[config.mk]
export PLATFORM = sky130hd
export DESIGN_NAME = ffa_ram
export DESIGN_NICKNAME = d
export VERILOG_FILES = /design/src/rtl/core/first_fit_arena_allocator_assert.svh /design/src/rtl/core/ffa_ram.sv
export SDC_FILE = /design/constraint.sdc
export NUM_CORES = 2
export LEC_CHECK = 0
export BUFFER_PORTS_ARGS = -buffer_cell sky130_fd_sc_hd__buf_4
export CAP_MARGIN = 20
export CORE_ASPECT_RATIO = 1.2
export CORE_MARGIN = 3
export CORE_UTILIZATION = 50
export CTS_BUF_LIST = sky130_fd_sc_hd__clkbuf_2
export DETAILED_ROUTE_END_ITERATION = 10
export GPL_ROUTABILITY_DRIVEN = 0
export PLACE_DENSITY = 0.63
export SETUP_SLACK_MARGIN = 0.4
export SYNTH_ARGS = -nofsm -noshare
export SYNTH_HDL_FRONTEND = slang
export SYNTH_SLANG_ARGS = --single-unit
[constraint.sdc]
create_clock -name clock -period 6.9 [get_ports clock]
set_input_delay 1.035 -clock clock [delete_from_list [all_inputs] [get_ports clock]]
set_output_delay 1.035 -clock clock [all_outputs]
set_load 0.05 [all_outputs]
[src/rtl/core/first_fit_arena_allocator_assert.svh]
// assertion macros for the arena allocator
`ifndef FIRST_FIT_ARENA_ALLOCATOR_ASSERT_SVH
`define FIRST_FIT_ARENA_ALLOCATOR_ASSERT_SVH

// implication checked on every clock edge outside reset
`define FFA_ASSERT_IMPLY(lbl, ante, cons) \
   lbl: assert property (@(posedge clock) disable iff (reset) (ante) |-> (cons)) \
      else $error("arena allocator check failed");

// implication whose consequent is checked in the cycle after the antecedent
`define FFA_ASSERT_NEXT(lbl, ante, cons) \
   lbl: assert property (@(posedge clock) disable iff (reset) (ante) |=> (cons)) \
      else $error("arena allocator check failed");

`endif

[src/rtl/core/ffa_ram.sv]
module ffa_ram #(
   parameter int WIDTH = 13,
   parameter int DEPTH = 256
) (
   input  logic                     clock,
   input  logic                     wr_en,
   input  logic [$clog2(DEPTH)-1:0] wr_addr,
   input  logic [WIDTH-1:0]         wr_data,
   input  logic [$clog2(DEPTH)-1:0] rd_addr,
   output logic [WIDTH-1:0]         rd_data
);

   logic [WIDTH-1:0] mem [DEPTH];
   logic [WIDTH-1:0] rd_data_ff;

   always_ff @(posedge clock) begin
      if (wr_en) begin
         mem[wr_addr] <= wr_data;
      end
      rd_data_ff <= mem[rd_addr];
   end

   assign rd_data = rd_data_ff;

endmodule

==> metrics.txt <==
vias about 64000; drt first pass iters 6; asr flop ratio synth 0%; status finished, final reports clean; die height ~560 um; CTS-repair resized insts 0; first-pass GRT wire length roughly 480000 um; Startpoint Class register; post-route minimum period around 3.9 ns; Max Transition Viols Final 0; most frequent cells in the layout edfxtp_1, clkbuf_2, mux4_2; number of global-route vias before repair approximately 66000; R2R Setup Slk about 3.7 ns; min-delay worst type in2reg; clock slew at reported path FFs between 0.1 and 0.15 ns; worst-case clock buffer depth 4; Skew-Pair Late Insertion Delay 1.84 ns; grt met3 use under 10%; # setup viols final 0; RR Endpoint rd_data[5]$_DFF_P_; Starting Density between 50% and 60%; hold path cells 4; sequential area share after synthesis about 78%; Post-Syn Instances approximately 5700; syn_nets between 5000 and 6000; crit end category output port; Num CTS Buffers approximately 780; Placed Area 134000 um2; leading cell type in the layout, fill and taps excluded edfxtp_1; post-DR wirelength/cell about 32 um; drt drc 0; met1 usage 33.8%; Avg Synthesized Cell Area between 20 and 25 um2; initial antenna violation count 22; CP delay by family, top flip-flops; fillers approximately 20000; Routed WL approximately 330000 um; Synth Area in XOR/XNOR 0%; Critical Path Fanout Max 1; Crit path required time between 5 and 6 ns; Yosys reg bits between 3000 and 4000; setup TNS 0 ns; Yosys cell types 55; worst hold start rd_addr[6]; IO Count 44; RR Startpoint mem[67][5]$_DFFE_PP_; Max Clock Skew 0.138 ns; max_cap viols 0; crit path kind reg2out; Main synth FF type edfxtp_1; Vias/cell just over 6; Hold Violations, Final 0; initial drt markers approximately 7300; Final #Nets ~6600; H-tree levels 6; Peak Freq roughly 260 MHz; overall power 37000 uW; Layout area overhead 10.2%; Buf/Inv on CP 1; share of cells above drive strength 1 34.3%; Total Routing Usage GR between 20% and 30%; DP Wirelength between 150000 and 200000 um; Slew @ Worst Pin about 1.2 ns; Compound-Gate Fraction of Synth Area 2.72%; clock sinks ~3300; design area about 140000 um2; Reg2Reg Depth 6; Post-Synth Simple-Gate Area between 1.5 and 2%; YS warnings 0; max_slew headroom approximately a fifth; CTS root buf clkbuf_2; row cnt just over 200; post-route ant nets 0; Port Buffers 43; worst path cell trace buf_4; largest net degree at the start of global routing around 180; EDFF count, synth 3328; power density over the cells 262 nW/um2; RSZ-0062 raised after global routing false; Arrival @ worst endpoint roughly 2.9 ns; GR Overflow Total 0; core area approximately 260000 um2; die area ~260000 um2; IR drop worst, VDD around 0.00016 V; Critical Path Max Stage Delay approximately 0.7 ns; CTS tree built; GRT busiest layer met2; fin crit share 56.6%; largest family of logic cells by synthesized area multiplexers; met2 usage a little over two fifths; CP max-delay cell dfxtp_1; Post-Synth Adder-Cell Area 0%; WHS Endpoint rd_data[1]$_DFF_P_; multiplexer share of the synthesized area ~16%; cell area after synthesis around 130000 um2; die width roughly 470 um; total leakage power around 0.046 uW
==> flip-flops by register name, summed over array words and instances (netlist names) <==
signal	count
rd_data	13
mem	3328
==> area by class of cell <==
cell class | instances | area [um2] | area share (%)
clock inverters | 256 | 1430 | 1.01
repair buffers | 418 | 3610 | 2.55
multi-input cells | 2044 | 26400 | 18.7
clock buffers | 1119 | 5600 | 3.96
flip-flops and latches | 3341 | 100000 | 70.8
well taps | 3382 | 4230 | 2.99
inverters | 2 | 10.0 | 0.00707
diodes | 9 | 22.5 | 0.0159
==> cells in the mapped netlist (3+ instances only) <==
master | count | area share (%)
edfxtp_1 | 3328 | 78
mux4_2 | 794 | 14
nor2_1 | 279 | 0.82
mux2i_1 | 241 | 1.9
clkbuf_1 | 150 | 0.44
nand2_1 | 91 | 0.27
a21oi_1 | 83 | 0.32
o221ai_1 | 70 | 0.48
buf_2 | 68 | 0.27
a22oi_1 | 67 | 0.39
a221oi_1 | 54 | 0.37
buf_6 | 46 | 0.40
o22ai_1 | 42 | 0.20
buf_4 | 41 | 0.24
a211oi_1 | 40 | 0.23
a22o_1 | 39 | 0.27
nor2b_1 | 39 | 0.19
nand3_1 | 29 | 0.11
nor3_1 | 27 | 0.11
buf_1 | 26 | 0.076
o21ai_0 | 20 | 0.078
nand4_1 | 16 | 0.078
dfxtp_1 | 13 | 0.20
nor4_1 | 13 | 0.063
nand2b_1 | 12 | 0.058
a311oi_1 | 11 | 0.075
o31a_1 | 10 | 0.068
and2_1 | 8 | 0.039
buf_8 | 8 | 0.094
a32oi_1 | 6 | 0.041
o21a_1 | 6 | 0.035
o21ai_1 | 6 | 0.023
a31oi_1 | 5 | 0.024
and3_1 | 4 | 0.019
buf_12 | 3 | 0.047
o2111ai_1 | 3 | 0.020
o211ai_1 | 3 | 0.018
==> layer usage <==
metal / vias to the layer above / share of wire, %
li1: 26621 / -
met1: 34133 / 38
met2: 3003 / 51
met3: 567 / 7.6
met4: 8 / 4.1
met5: - / 0.014
==> where the power goes <==
group | switching (uW) | internal (uW) | leakage, uW | total (uW)
Sequential | 60.2 | 22300 | 0.0300 | 22400
Combinational | 1410 | 713 | 0.0102 | 2120
Clock | 7710 | 4790 | 0.00533 | 12500
Total | 9180 | 27800 | 0.0456 | 37000
==> cells by family after synthesis <==
kind of cell / Yosys count
buffers and inverters: 344
AOI/OAI and AO/OA: 476
and+or+nand+nor: 531
DFF: 3341
muxes: 1037
==> worst max path at each step <==
stage	from	cells after the start	slack [ns]	to
floorplan	rd_addr[0]	9	3.79	rd_data[5]$_DFF_P_
global placement	rd_addr[0]	8	1.20	rd_data[1]$_DFF_P_
detailed placement	rd_addr[4]	8	1.39	rd_data[4]$_DFF_P_
CTS	rd_data[12]$_DFF_P_	1	2.75	rd_data[12]
global route	rd_data[12]$_DFF_P_	1	2.95	rd_data[12]
finish	rd_data[12]$_DFF_P_	1	2.99	rd_data[12]
==> metrics by stage <==
stage / cells / setup slack [ns] / utilization, % / hold slack, ns
2_1_floorplan: 5729 / 3.79 / - / 0.833
3_3_place_gp: 9155 / 1.20 / 52.5 / 1.00
3_5_place_dp: 9160 / 1.39 / 52.6 / 1.08
4_1_cts: 10560 / 2.75 / 55.4 / 0.0113
5_1_grt: 10564 / 2.95 / 55.4 / 0.167
6_report: 10571 / 2.99 / 55.4 / 0.244
==> timing repair <==
item,CTS,global route
hold buffers,25,0
setup endpoints to repair,0,0
buffers inserted,0,0
hold endpoints to repair,2702,0
No activity file was read; power rests on OpenSTA's default activity.
